==> src/hdl/ppp_pkg.sv <==
// shared types and constants for the pulse peak and pedestal block
`default_nettype none

package ppp_pkg;

    // fixed field and state widths
    localparam int IDX_W     = 8;
    localparam int PEAK_W    = 12;
    localparam int OUT_W     = 16;
    localparam int WCNT_W    = 9;
    localparam int SUM_W     = 20;
    localparam int SUMSQ_W   = 32;
    localparam int FRAC_BITS = 4;
    localparam int RAW_W     = 16;

    // variance scaling: 256 = 2^8 before the root
    localparam int SCALE_BITS = 8;
    localparam int PROD_W     = WCNT_W + SUMSQ_W;
    localparam int RAD_W      = ((PROD_W + SCALE_BITS + 1) / 2) * 2;
    localparam int ROOT_W     = RAD_W / 2;
    localparam int DIV_W      = ROOT_W;
    localparam int STEP_W     = $clog2(ROOT_W);

    // configuration registers
    localparam int CFG_IDX_W  = 1;
    localparam int CFG_DATA_W = 8;
    localparam logic [CFG_IDX_W-1:0] REG_PED_FIRST = 1'b0;
    localparam logic [CFG_IDX_W-1:0] REG_PED_LAST  = 1'b1;
    localparam logic [IDX_W-1:0] PED_FIRST_RST = 8'd1;
    localparam logic [IDX_W-1:0] PED_LAST_RST  = 8'd100;

    typedef struct packed {
        logic sample_en;
        logic mult_en;
        logic root_load;
        logic div_load_mean;
        logic div_load_root;
        logic mean_save;
        logic out_load;
    } ppp_cmd_t;

    typedef struct packed {
        logic root_busy;
        logic div_busy;
    } ppp_status_t;

endpackage

`default_nettype wire

==> src/hdl/pulse_peak_and_pedestal.sv <==
// Pulse peak finder with pedestal mean and rms for one digitizer channel.
//
// Input channel (in_valid / in_stall): one converter word per transfer, with
// last_sample marking the end of a record. Samples are taken one per cycle
// while a record is running. Output channel (out_valid / out_stall): one
// transfer per record carrying the peak index and value, the pedestal mean
// and rms (4 fraction bits) and the empty-window flag.
// After the last sample of a record is taken, in_stall stays high while the
// record's products, the square root (two radicand bits a cycle) and two
// serial divisions by the window count run; the mean division runs
// alongside the root and the rms division follows them. The result register
// then loads and out_valid rises.
// If the previous result is still held because the receiver stalls, the new
// one waits in the sequencer and in_stall stays high; otherwise the next
// record starts while the result waits to be taken.
// Reset clears the record state and loads ped_first = 1, ped_last = 100.
// The window registers are written through cfg_wr_en / cfg_index / cfg_data
// and should only change between records.
`default_nettype none

module pulse_peak_and_pedestal
    import ppp_pkg::*;
#(
    parameter int MAX_SAMPLES = 256,
    parameter int SAMPLE_BITS = 12
)
(
    input  wire logic                  clk,
    input  wire logic                  rst_n,
    input  wire logic                  cfg_wr_en,
    input  wire logic [CFG_IDX_W-1:0]  cfg_index,
    input  wire logic [CFG_DATA_W-1:0] cfg_data,
    input  wire logic                  in_valid,
    output logic                       in_stall,
    input  wire logic [RAW_W-1:0]      raw_sample,
    input  wire logic                  last_sample,
    output logic                       out_valid,
    input  wire logic                  out_stall,
    output logic [IDX_W-1:0]           peak_index,
    output logic [PEAK_W-1:0]          peak_value,
    output logic [OUT_W-1:0]           ped_mean_q4,
    output logic [OUT_W-1:0]           ped_rms_q4,
    output logic                       ped_empty
);

    ppp_cmd_t    cmd;
    ppp_status_t status;

    ppp_ctrl u_ctrl (
        .clk         (clk),
        .rst_n       (rst_n),
        .in_valid    (in_valid),
        .last_sample (last_sample),
        .in_stall    (in_stall),
        .out_valid   (out_valid),
        .out_stall   (out_stall),
        .status      (status),
        .cmd         (cmd)
    );

    ppp_datapath #(
        .MAX_SAMPLES (MAX_SAMPLES),
        .SAMPLE_BITS (SAMPLE_BITS)
    ) u_datapath (
        .clk         (clk),
        .rst_n       (rst_n),
        .cmd         (cmd),
        .status      (status),
        .cfg_wr_en   (cfg_wr_en),
        .cfg_index   (cfg_index),
        .cfg_data    (cfg_data),
        .raw_sample  (raw_sample),
        .peak_index  (peak_index),
        .peak_value  (peak_value),
        .ped_mean_q4 (ped_mean_q4),
        .ped_rms_q4  (ped_rms_q4),
        .ped_empty   (ped_empty)
    );

endmodule

`default_nettype wire

==> src/hdl/ppp_isqrt.sv <==
// iterative integer square root, two radicand bits per cycle
`default_nettype none

module ppp_isqrt
    import ppp_pkg::*;
(
    input  wire logic              clk,
    input  wire logic              rst_n,
    input  wire logic              start,
    input  wire logic [RAD_W-1:0]  radicand,
    output logic                   busy,
    output logic [ROOT_W-1:0]      root
);

    logic [RAD_W-1:0]    rad_reg;
    logic [ROOT_W+1:0]   rem_reg;
    logic [ROOT_W-1:0]   root_reg;
    logic [STEP_W-1:0]   step_reg;
    logic                busy_reg;

    logic [ROOT_W+1:0]   rem_sh;
    logic [ROOT_W+1:0]   trial;
    logic                fits;

    always_comb
    begin
        rem_sh = {rem_reg[ROOT_W-1:0], rad_reg[RAD_W-1 -: 2]};
        trial  = {root_reg, 2'b01};
        fits   = rem_sh >= trial;
    end

    always_ff @(posedge clk or negedge rst_n)
    begin
        if (!rst_n)
        begin
            busy_reg <= 1'b0;
            step_reg <= '0;
        end
        else if (start)
        begin
            busy_reg <= 1'b1;
            step_reg <= '0;
        end
        else if (busy_reg)
        begin
            step_reg <= step_reg + 1'b1;
            if (step_reg == STEP_W'(ROOT_W - 1))
            begin
                busy_reg <= 1'b0;
            end
        end
    end

    always_ff @(posedge clk)
    begin
        if (start)
        begin
            rad_reg  <= radicand;
            rem_reg  <= '0;
            root_reg <= '0;
        end
        else if (busy_reg)
        begin
            rad_reg <= {rad_reg[RAD_W-3:0], 2'b00};
            if (fits)
            begin
                rem_reg  <= rem_sh - trial;
                root_reg <= {root_reg[ROOT_W-2:0], 1'b1};
            end
            else
            begin
                rem_reg  <= rem_sh;
                root_reg <= {root_reg[ROOT_W-2:0], 1'b0};
            end
        end
    end

    assign busy = busy_reg;
    assign root = root_reg;

endmodule

`default_nettype wire

==> src/hdl/ppp_divider.sv <==
// restoring divider by the window count, one quotient bit per cycle
`default_nettype none

module ppp_divider
    import ppp_pkg::*;
(
    input  wire logic              clk,
    input  wire logic              rst_n,
    input  wire logic              start,
    input  wire logic [DIV_W-1:0]  numer,
    input  wire logic [WCNT_W-1:0] denom,
    output logic                   busy,
    output logic [DIV_W-1:0]       quot
);

    logic [DIV_W-1:0]   q_reg;
    logic [WCNT_W-1:0]  rem_reg;
    logic [WCNT_W-1:0]  denom_reg;
    logic [STEP_W-1:0]  step_reg;
    logic               busy_reg;

    logic [WCNT_W:0]    rem_sh;
    logic [WCNT_W:0]    rem_sub;
    logic               fits;

    always_comb
    begin
        rem_sh  = {rem_reg, q_reg[DIV_W-1]};
        rem_sub = rem_sh - {1'b0, denom_reg};
        fits    = rem_sh >= {1'b0, denom_reg};
    end

    always_ff @(posedge clk or negedge rst_n)
    begin
        if (!rst_n)
        begin
            busy_reg <= 1'b0;
            step_reg <= '0;
        end
        else if (start)
        begin
            busy_reg <= 1'b1;
            step_reg <= '0;
        end
        else if (busy_reg)
        begin
            step_reg <= step_reg + 1'b1;
            if (step_reg == STEP_W'(DIV_W - 1))
            begin
                busy_reg <= 1'b0;
            end
        end
    end

    // numerator shifts out at the top while quotient bits shift in at the bottom
    always_ff @(posedge clk)
    begin
        if (start)
        begin
            q_reg     <= numer;
            rem_reg   <= '0;
            denom_reg <= denom;
        end
        else if (busy_reg)
        begin
            rem_reg <= fits ? rem_sub[WCNT_W-1:0] : rem_sh[WCNT_W-1:0];
            q_reg   <= {q_reg[DIV_W-2:0], fits};
        end
    end

    assign busy = busy_reg;
    assign quot = q_reg;

endmodule

`default_nettype wire

==> src/hdl/ppp_datapath.sv <==
// sample front end, pedestal sums, per-record arithmetic and result register
`default_nettype none

module ppp_datapath
    import ppp_pkg::*;
#(
    parameter int MAX_SAMPLES = 256,
    parameter int SAMPLE_BITS = 12
)
(
    input  wire logic                  clk,
    input  wire logic                  rst_n,
    input  wire ppp_cmd_t              cmd,
    output ppp_status_t                status,
    input  wire logic                  cfg_wr_en,
    input  wire logic [CFG_IDX_W-1:0]  cfg_index,
    input  wire logic [CFG_DATA_W-1:0] cfg_data,
    input  wire logic [RAW_W-1:0]      raw_sample,
    output logic [IDX_W-1:0]           peak_index,
    output logic [PEAK_W-1:0]          peak_value,
    output logic [OUT_W-1:0]           ped_mean_q4,
    output logic [OUT_W-1:0]           ped_rms_q4,
    output logic                       ped_empty
);

    localparam int CNT_W     = $clog2(MAX_SAMPLES + 1);
    localparam int IDX_CMP_W = (CNT_W > IDX_W) ? CNT_W : IDX_W;
    localparam int VAL_CMP_W = (SAMPLE_BITS > PEAK_W) ? SAMPLE_BITS : PEAK_W;
    localparam int SQ_W      = 2 * SAMPLE_BITS;
    localparam logic [SAMPLE_BITS-1:0] SAMPLE_MASK = '1;

    logic [IDX_W-1:0]       ped_first_reg;
    logic [IDX_W-1:0]       ped_last_reg;
    logic [CNT_W-1:0]       sample_cnt_reg;
    logic [PEAK_W-1:0]      best_value_reg;
    logic [IDX_W-1:0]       best_index_reg;
    logic [WCNT_W-1:0]      win_cnt_reg;
    logic [SUM_W-1:0]       win_sum_reg;
    logic [SUMSQ_W-1:0]     win_sumsq_reg;
    logic [SQ_W-1:0]        sq_reg;
    logic                   sq_pending_reg;
    logic [PROD_W-1:0]      prod_a_reg;
    logic [PROD_W-1:0]      prod_b_reg;
    logic [OUT_W-1:0]       mean_reg;

    logic [IDX_W-1:0]       peak_index_reg;
    logic [PEAK_W-1:0]      peak_value_reg;
    logic [OUT_W-1:0]       mean_out_reg;
    logic [OUT_W-1:0]       rms_out_reg;
    logic                   empty_reg;

    logic [SAMPLE_BITS-1:0] val;
    logic                   in_range;
    logic [IDX_CMP_W-1:0]   idx_ext;
    logic                   in_window;
    logic                   is_peak;
    logic [PROD_W-1:0]      diff;
    logic [RAD_W-1:0]       radicand;
    logic [DIV_W-1:0]       div_numer;
    logic                   win_empty;

    logic                   root_busy;
    logic                   div_busy;
    logic [ROOT_W-1:0]      root;
    logic [DIV_W-1:0]       quot;

    always_comb
    begin
        val       = SAMPLE_MASK - raw_sample[SAMPLE_BITS-1:0];
        in_range  = sample_cnt_reg != CNT_W'(MAX_SAMPLES);
        idx_ext   = IDX_CMP_W'(sample_cnt_reg);
        in_window = in_range && (idx_ext >= IDX_CMP_W'(ped_first_reg))
                    && (idx_ext <= IDX_CMP_W'(ped_last_reg));
        is_peak   = in_range && (VAL_CMP_W'(val) > VAL_CMP_W'(best_value_reg));
        diff      = (prod_a_reg > prod_b_reg) ? (prod_a_reg - prod_b_reg) : '0;
        radicand  = RAD_W'({diff, {SCALE_BITS{1'b0}}});
        div_numer = cmd.div_load_root ? DIV_W'(root)
                                      : DIV_W'({win_sum_reg, {FRAC_BITS{1'b0}}});
        win_empty = win_cnt_reg == '0;
    end

    always_ff @(posedge clk or negedge rst_n)
    begin
        if (!rst_n)
        begin
            ped_first_reg <= PED_FIRST_RST;
            ped_last_reg  <= PED_LAST_RST;
        end
        else if (cfg_wr_en)
        begin
            case (cfg_index)
                REG_PED_FIRST: ped_first_reg <= cfg_data;
                REG_PED_LAST:  ped_last_reg  <= cfg_data;
                default:       ped_first_reg <= ped_first_reg;
            endcase
        end
    end

    // record state; cleared when the result is loaded
    always_ff @(posedge clk or negedge rst_n)
    begin
        if (!rst_n)
        begin
            sample_cnt_reg <= '0;
            best_value_reg <= '0;
            best_index_reg <= '0;
            win_cnt_reg    <= '0;
            win_sum_reg    <= '0;
            win_sumsq_reg  <= '0;
            sq_pending_reg <= 1'b0;
        end
        else if (cmd.out_load)
        begin
            sample_cnt_reg <= '0;
            best_value_reg <= '0;
            best_index_reg <= '0;
            win_cnt_reg    <= '0;
            win_sum_reg    <= '0;
            win_sumsq_reg  <= '0;
            sq_pending_reg <= 1'b0;
        end
        else
        begin
            sq_pending_reg <= cmd.sample_en && in_window;
            if (cmd.sample_en && in_range)
            begin
                sample_cnt_reg <= sample_cnt_reg + 1'b1;
                if (is_peak)
                begin
                    best_value_reg <= PEAK_W'(val);
                    best_index_reg <= IDX_W'(sample_cnt_reg);
                end
                if (in_window)
                begin
                    win_cnt_reg <= win_cnt_reg + 1'b1;
                    win_sum_reg <= win_sum_reg + SUM_W'(val);
                end
            end
            // square lands in the cycle after its sample
            if (sq_pending_reg)
            begin
                win_sumsq_reg <= win_sumsq_reg + SUMSQ_W'(sq_reg);
            end
        end
    end

    always_ff @(posedge clk)
    begin
        if (cmd.sample_en)
        begin
            sq_reg <= SQ_W'(val) * SQ_W'(val);
        end
        if (cmd.mult_en)
        begin
            prod_a_reg <= PROD_W'(win_cnt_reg) * PROD_W'(win_sumsq_reg);
            prod_b_reg <= PROD_W'(win_sum_reg) * PROD_W'(win_sum_reg);
        end
        if (cmd.mean_save)
        begin
            mean_reg <= quot[OUT_W-1:0];
        end
        if (cmd.out_load)
        begin
            peak_index_reg <= best_index_reg;
            peak_value_reg <= best_value_reg;
            mean_out_reg   <= win_empty ? '0 : mean_reg;
            rms_out_reg    <= win_empty ? '0 : quot[OUT_W-1:0];
            empty_reg      <= win_empty;
        end
    end

    ppp_isqrt u_isqrt (
        .clk      (clk),
        .rst_n    (rst_n),
        .start    (cmd.root_load),
        .radicand (radicand),
        .busy     (root_busy),
        .root     (root)
    );

    ppp_divider u_divider (
        .clk   (clk),
        .rst_n (rst_n),
        .start (cmd.div_load_mean || cmd.div_load_root),
        .numer (div_numer),
        .denom (win_cnt_reg),
        .busy  (div_busy),
        .quot  (quot)
    );

    always_comb
    begin
        status.root_busy = root_busy;
        status.div_busy  = div_busy;
    end

    assign peak_index  = peak_index_reg;
    assign peak_value  = peak_value_reg;
    assign ped_mean_q4 = mean_out_reg;
    assign ped_rms_q4  = rms_out_reg;
    assign ped_empty   = empty_reg;

endmodule

`default_nettype wire

==> src/hdl/ppp_ctrl.sv <==
// record sequencer: sample intake, end-of-record arithmetic, result handshake
`default_nettype none

module ppp_ctrl
    import ppp_pkg::*;
(
    input  wire logic        clk,
    input  wire logic        rst_n,
    input  wire logic        in_valid,
    input  wire logic        last_sample,
    output logic             in_stall,
    output logic             out_valid,
    input  wire logic        out_stall,
    input  wire ppp_status_t status,
    output ppp_cmd_t         cmd
);

    typedef enum logic [2:0] {
        S_RUN,
        S_DRAIN,
        S_MULT,
        S_START,
        S_ROOT,
        S_MEAN,
        S_DIVR,
        S_OUT
    } state_t;

    state_t state_reg;
    state_t state_next;
    logic   out_valid_reg;
    logic   out_valid_next;
    logic   out_free;

    always_comb
    begin
        out_free   = !out_valid_reg || !out_stall;
        state_next = state_reg;
        cmd        = '0;
        case (state_reg)
            S_RUN:
            begin
                cmd.sample_en = in_valid;
                if (in_valid && last_sample)
                begin
                    state_next = S_DRAIN;
                end
            end
            S_DRAIN: state_next = S_MULT;
            S_MULT:
            begin
                cmd.mult_en = 1'b1;
                state_next  = S_START;
            end
            S_START:
            begin
                cmd.root_load     = 1'b1;
                cmd.div_load_mean = 1'b1;
                state_next        = S_ROOT;
            end
            S_ROOT:
            begin
                if (!status.root_busy && !status.div_busy)
                begin
                    state_next = S_MEAN;
                end
            end
            S_MEAN:
            begin
                cmd.mean_save     = 1'b1;
                cmd.div_load_root = 1'b1;
                state_next        = S_DIVR;
            end
            S_DIVR:
            begin
                if (!status.div_busy)
                begin
                    state_next = S_OUT;
                end
            end
            S_OUT:
            begin
                if (out_free)
                begin
                    cmd.out_load = 1'b1;
                    state_next   = S_RUN;
                end
            end
            default: state_next = S_RUN;
        endcase

        if (cmd.out_load)
        begin
            out_valid_next = 1'b1;
        end
        else if (out_valid_reg && !out_stall)
        begin
            out_valid_next = 1'b0;
        end
        else
        begin
            out_valid_next = out_valid_reg;
        end
    end

    always_ff @(posedge clk or negedge rst_n)
    begin
        if (!rst_n)
        begin
            state_reg     <= S_RUN;
            out_valid_reg <= 1'b0;
        end
        else
        begin
            state_reg     <= state_next;
            out_valid_reg <= out_valid_next;
        end
    end

    assign in_stall  = state_reg != S_RUN;
    assign out_valid = out_valid_reg;

endmodule

`default_nettype wire

==> config.mk <==
export PLATFORM = sky130hd
export DESIGN_NAME = pulse_peak_and_pedestal
export DESIGN_NICKNAME = d
export VERILOG_FILES = /design/src/hdl/ppp_pkg.sv /design/src/hdl/pulse_peak_and_pedestal.sv /design/src/hdl/ppp_isqrt.sv /design/src/hdl/ppp_divider.sv /design/src/hdl/ppp_datapath.sv /design/src/hdl/ppp_ctrl.sv
export SDC_FILE = /design/constraint.sdc
export NUM_CORES = 2
export LEC_CHECK = 0
export ABC_CLOCK_PERIOD_IN_PS = 7510
export BUFFER_PORTS_ARGS = -buffer_cell sky130_fd_sc_hd__clkbuf_2
export CAP_MARGIN = 20
export CORE_MARGIN = 1
export CORE_UTILIZATION = 44
export DETAILED_ROUTE_END_ITERATION = 10
export GPL_ROUTABILITY_DRIVEN = 0
export PLACE_DENSITY = 0.61
export SYNTH_ARGS = -nofsm -noshare
export SYNTH_HDL_FRONTEND = slang
export SYNTH_HIERARCHICAL = 1
export SYNTH_SLANG_ARGS = --single-unit
export TNS_END_PERCENT = 20
==> constraint.sdc <==
create_clock -name clk -period 7.51 [get_ports clk]
set_input_delay 1.1265 -clock clk [delete_from_list [all_inputs] [get_ports clk]]
set_output_delay 1.1265 -clock clk [all_outputs]
set_load 0.01 [all_outputs]
# [After elaboration in Yosys (flattened, before gate mapping)]
# Cells that the tools add are included.
[word_totals] ff_bits=432 out_inout_bits=55 word_cells=143
[op_classes] n_addsub=10 mul=3 order_cmp=6 n_eq_ne=14 mux=49 n_bitwise=1 reduce_logical=29
[op_table] op="$mux 25" count=4
[op_table] op="$mux 49" count=2
[op_table] op="$mux 32" count=2
[op_table] op="$mux 20" count=3
[op_table] op="$mux 9" count=6
[op_table] op="$gt 41x40->1" count=1
[op_table] op="$mul 9x32->41" count=1
[op_table] op="$mux 41" count=1
[op_table] op="$sub 41x40->41" count=1
[op_table] op="$mul 20x20->40" count=1
[op_table] op="$mux 12" count=3
[op_table] op="$add 32x24->32" count=1
[op_table] op="$ge 27x27->1" count=1
[op_table] op="$sub 25x25->25" count=1
[op_table] op="$mul 12x12->24" count=1
[op_table] op="$mux 8" count=3
[op_table] op="$pmux 3 s8" count=1
[op_table] op="$add 20x12->20" count=1
[op_table] op="$mux 5" count=4
[op_table] op="$add 9x1->9 const B" count=2
[op_table] op="$mux 1" count=14
[op_table] op="$reduce_bool 2->1" count=7
[op_table] op="$eq 3x3->1 const B" count=4
[op_table] op="$gt 12x12->1" count=1
[op_table] op="23 further kinds" count=46

# [Depth between registers and ports, before layout]
[depth] ltp_word=6 ltp_mapped=28 depth_no_buf=26

# [Modules after synthesis]
# Netlist, hierarchy kept.
[modules_own_cells] module="ppp_datapath" n_inst=1 cells_each=4074 area_each_um2=38520.7
[modules_own_cells] module="ppp_isqrt" n_inst=1 cells_each=549 area_each_um2=5834.3
[modules_own_cells] module="ppp_divider" n_inst=1 cells_each=191 area_each_um2=2473.6
[modules_own_cells] module="ppp_ctrl" n_inst=1 cells_each=32 area_each_um2=262.8

# [Worst setup path after synthesis]
# Ideal clock, no wire load.
[synth_path] path_kind="register -> register" start="register u_datapath.win_sum_reg[15]" end="register u_datapath.prod_b_reg[39] (data pin)" setup_ns=0.260 arrival_ns=6.590 slack_ns=0.660 path_stages_with_launch=26 n_path_buf=3 cell_sequence="dfrtp_1 > clkbuf_1 > clkbuf_1 > clkbuf_1 > nand2_1 > fa_1 > inv_1 > fa_1 > inv_1 > fa_1 > inv_1 > fa_1 > fa_1 > fa_1 > inv_1 > fa_1 > inv_1 > ha_1 > nand4_1 > or3_1 > a21oi_1 > nor3_1 > o31ai_1 > a21oi_1 > o21ai_0 > xnor2_1"
[synth_between] elab_chain_len=1
[synth_lines] item="start, declared" line="ppp_datapath.sv:38" text="logic [SUM_W-1:0] win_sum_reg;"
[synth_lines] item="start signal, assigned" line="ppp_datapath.sv:136" text="win_sum_reg <= win_sum_reg + SUM_W'(val);"
[synth_lines] item="$mul 20x20->40" line="ppp_datapath.sv:156" text="prod_b_reg <= PROD_W'(win_sum_reg) * PROD_W'(win_sum_reg);"
[synth_lines] item="end signal, assigned" line="ppp_datapath.sv:156"
[synth_lines] item="end, declared" line="ppp_datapath.sv:43" text="logic [PROD_W-1:0] prod_b_reg;"
# Every way passes these cells.
# A chain may end at the register's enable or synchronous reset.

# [Worst setup path after layout]
[layout_path] start="register u_datapath.win_sum_reg[14]" end="register u_datapath.prod_b_reg[39] (data pin)"
# Same word-level chain as after synthesis.

==> results.md <==
- WL per Instance: 16.8 µm
- Worst slew pin tran: 1100 ps
- Die width: 329 µm
- Clk Tree Root Cell: clkbuf_16
- Pwr Density: 253 nW/µm²
- Post-Synthesis Cells: 4,846
- I/O pin count: 86
- Synthesis-to-layout area growth: 8.48%
- Netlist Area Pre-Place: 47,100 µm²
- Most Frequent Cell on Critical Path: fa_1
- CP top delay family: adder cells
- Drt first pass iters: 10
- EDFF count, synth: 256
- Total Power: 12,900 µW
- Crit. Startpoint: u_datapath/win_sum_reg[14]$_DFFE_PN0P_
- CP Cell Sequence: nand2_1 -> inv_1 -> fa_1 -> fa_1 -> inv_1 -> fa_1 -> inv_1 -> fa_1 -> fa_1 -> fa_1 -> inv_1 -> fa_1 -> inv_1 -> ha_1 -> a21o_1 -> a21oi_1 -> o21bai_1 -> a21oi_1 -> a21oi_1 -> nor3_1 -> o31ai_1 -> a21oi_1 -> o21ai_0 -> xnor2_1
- Kind of critical path: reg2reg
- Max reg flops: 50
- Vias per inst: 5.21
- Sw frac: 0.399
- Switch Pwr: 5160 µW
- Status: finished with violations
- Worst Clk Skew: 37.6 ps
- Final hold violations: 0
- Core area: 106,000 µm²
- Max Clk Rate: 0.141 GHz
- # fillers: 9,962
- Gr ovfl total: 0
- Worst skew pair latency: 640 ps
- FF+latch count, synth: 438
- Clock buffer depth: 3
- Clk sinks: 438
- Most frequent cell after synthesis: inv_1
- Rel. slew slack: 0.265
- RSZ-0062 raised after global routing: no
- Final worst path period share: 0.942
- H-tree depth: 2
- Reg2reg start: u_datapath/win_sum_reg[14]$_DFFE_PN0P_
- Clock share of power: 0.192
- Largest net degree at the start of global routing: 86
- Initial core utilization: 0.445
- Synth cell types: 102
- Hold crit path type: reg2reg
- Int Pwr: 7770 µW
- Fin nets: 5,903
- Most frequent cells after synthesis: inv_1 (797), fa_1 (570), nand2_1 (453)
- Post-layout min period: 7080 ps
- Static leakage: 0.0251 µW
- Worst-path clk slew: 60 ps
- Top-area cell type share of the netlist area: 0.242
- GRT Util Overall: 0.202
- Mean area per synthesized cell: 9.72 µm²
- Power share of the sequential group: 0.319
- CP max FO: 15
- TritonCTS clock tree: built
- Peak supply drop: 0.216 mV
- Final wirelength: 106 mm
- Yosys warns: 6
- Vias in the first global route: 33,800
- Crit end category: register
- Ys async rst share: 0.281
- Die height: 329 µm
- Synth area leader: fa_1
- Postcts setup bufs: 0
- Max-cap viol count: 0
- Num rows: 119
- # setup viols final: 0
- CP peak stage delay: 810 ps
- Max Slew Vio Count: 0
- Total CTS buffers: 51
- Synth top area cells: fa_1 (24%), edfxtp_1 (16%), ha_1 (11%), inv_1 (6.4%), dfrtp_1 (6.3%)
- Crit path buf inv count: 5
- Post-CTS sizing: 0
- DRC Markers: 6
- Failing checks: DRC
- Share of cells above drive strength 1: 0.0897
- Routed Antenna Nets: 0
- First-pass GRT wire length: 176 mm
- Crit path launch type: register
- Gate power share: 0.488
- Critical Path RT: 7880 ps
- Post-synthesis sequential area ratio: 0.254
- Initial antenna violation count: 5
- CP arrival: 7450 ps
- Vias: 32,900
- Die ar.: 108,000 µm²
- CP max stage cell: dfrtp_1
- Fin Setup TNS: 0 ps
- DP Wirelength: 83.6 mm
- CTS Hold Bufs: 0
- Worst Min Path Start: u_datapath/best_index_reg[3]$_DFFE_PN0P_
- Initial DRC Count: 1,803
- Number of port buffers: 81
- Dominant synthesized flop cell: edfxtp_1
-- area by class of cell --
cell class	instances	area, µm²	share of cell area
inverter	797	2990	0.0586
timing repair buffer	194	1360	0.0266
sequential	438	12000	0.234
antenna	1	2.50	0.0000490
clock buffer	63	1420	0.0279
multi-input combinational	3402	31300	0.614
clock inverter	32	259	0.00507
tap	1391	1740	0.0341
-- metal layers --
layer | share of wire | up-vias | track usage | routed length (µm)
li1 | - | 15800 | - | -
met1 | 0.47 | 16400 | 0.282 | 49900
met2 | 0.47 | 544 | 0.335 | 49900
met3 | 0.038 | 136 | 0.0237 | 4090
met4 | 0.024 | 0 | 0.0506 | 2510
met5 | 0 | - | 0.000870 | 0
-- final timing paths --
check                                                   endpoint  slack (ps)  depth (start not counted)
max                          u_datapath/prod_b_reg[39]$_DFFE_PP_         430                         24
min in group asynchronous      u_datapath/u_isqrt/busy$_DFF_PN0_         500                          1
max reg2reg                  u_datapath/prod_b_reg[39]$_DFFE_PP_         430                         24
min reg2reg                   u_datapath/peak_index[3]$_DFFE_PP_         450                          0
max in group asynchronous  u_datapath/win_sum_reg[8]$_DFFE_PN0P_        5650                          2
min                           u_datapath/peak_index[3]$_DFFE_PP_         450                          0
-- power by group through the flow --
stage          clock, µW  combinational [µW]  sequential [µW]
2_1_floorplan          0                5090             3930
3_3_place_gp           0                6200             4170
3_5_place_dp           0                6310             4170
4_1_cts             2570                6340             4140
5_1_grt             2640                7110             4220
6_report            2490                6320             4130
-- kinds of logic after synthesis --
family          synth area share
simple gates               0.135
compound gates            0.0939
other cells            0.0000796
buf+inv                   0.0821
mux                       0.0412
xor+xnor                  0.0405
fa+ha+maj                  0.353
flops                      0.254
-- metrics by stage --
stage / instance area (µm²) / worst slack [ps] / instances / hold WS (ps) / util
after floorplan: 47100 / 660 / 4854 / 423 / -
after global placement: 49400 / 285 / 6220 / 431 / 0.467
after detailed placement: 49400 / 244 / 6221 / 438 / 0.467
after CTS: 51100 / 222 / 6316 / 449 / 0.483
after global routing: 51100 / 6.33 / 6317 / 462 / 0.483
final: 51100 / 432 / 6318 / 449 / 0.483
-- worst reg2reg max path, cell delays in order (launching register included) --
cell and delay, ps:
dfrtp_1 810, nand2_1 190, inv_1 120, fa_1 410
fa_1 510, inv_1 50, fa_1 490, inv_1 50
fa_1 520, fa_1 440, fa_1 540, inv_1 60
fa_1 530, inv_1 40, ha_1 330, a21o_1 190
a21oi_1 150, o21bai_1 100, a21oi_1 120, a21oi_1 130
nor3_1 280, o31ai_1 120, a21oi_1 260, o21ai_0 190
xnor2_1 160
-- layout by cell type, fill, tap and decap left out, drive strengths merged, types with 44 or more instances in the layout --
cell,Yosys,final
nand3,55,55
nor2,365,365
buf,47,114
fa,570,570
edfxtp,256,256
dfrtp,119,119
mux2i,78,78
inv,797,801
mux2,103,103
xnor2,142,142
dfxtp,59,59
xor2,76,76
nand2,454,454
o21ai,122,122
ha,418,418
a21oi,197,197
and2,220,220
a21o,102,102
nor2b,47,47
clkbuf,170,143
a211oi,46,46
nand4,44,44
Power figures use the tool's default switching activity.
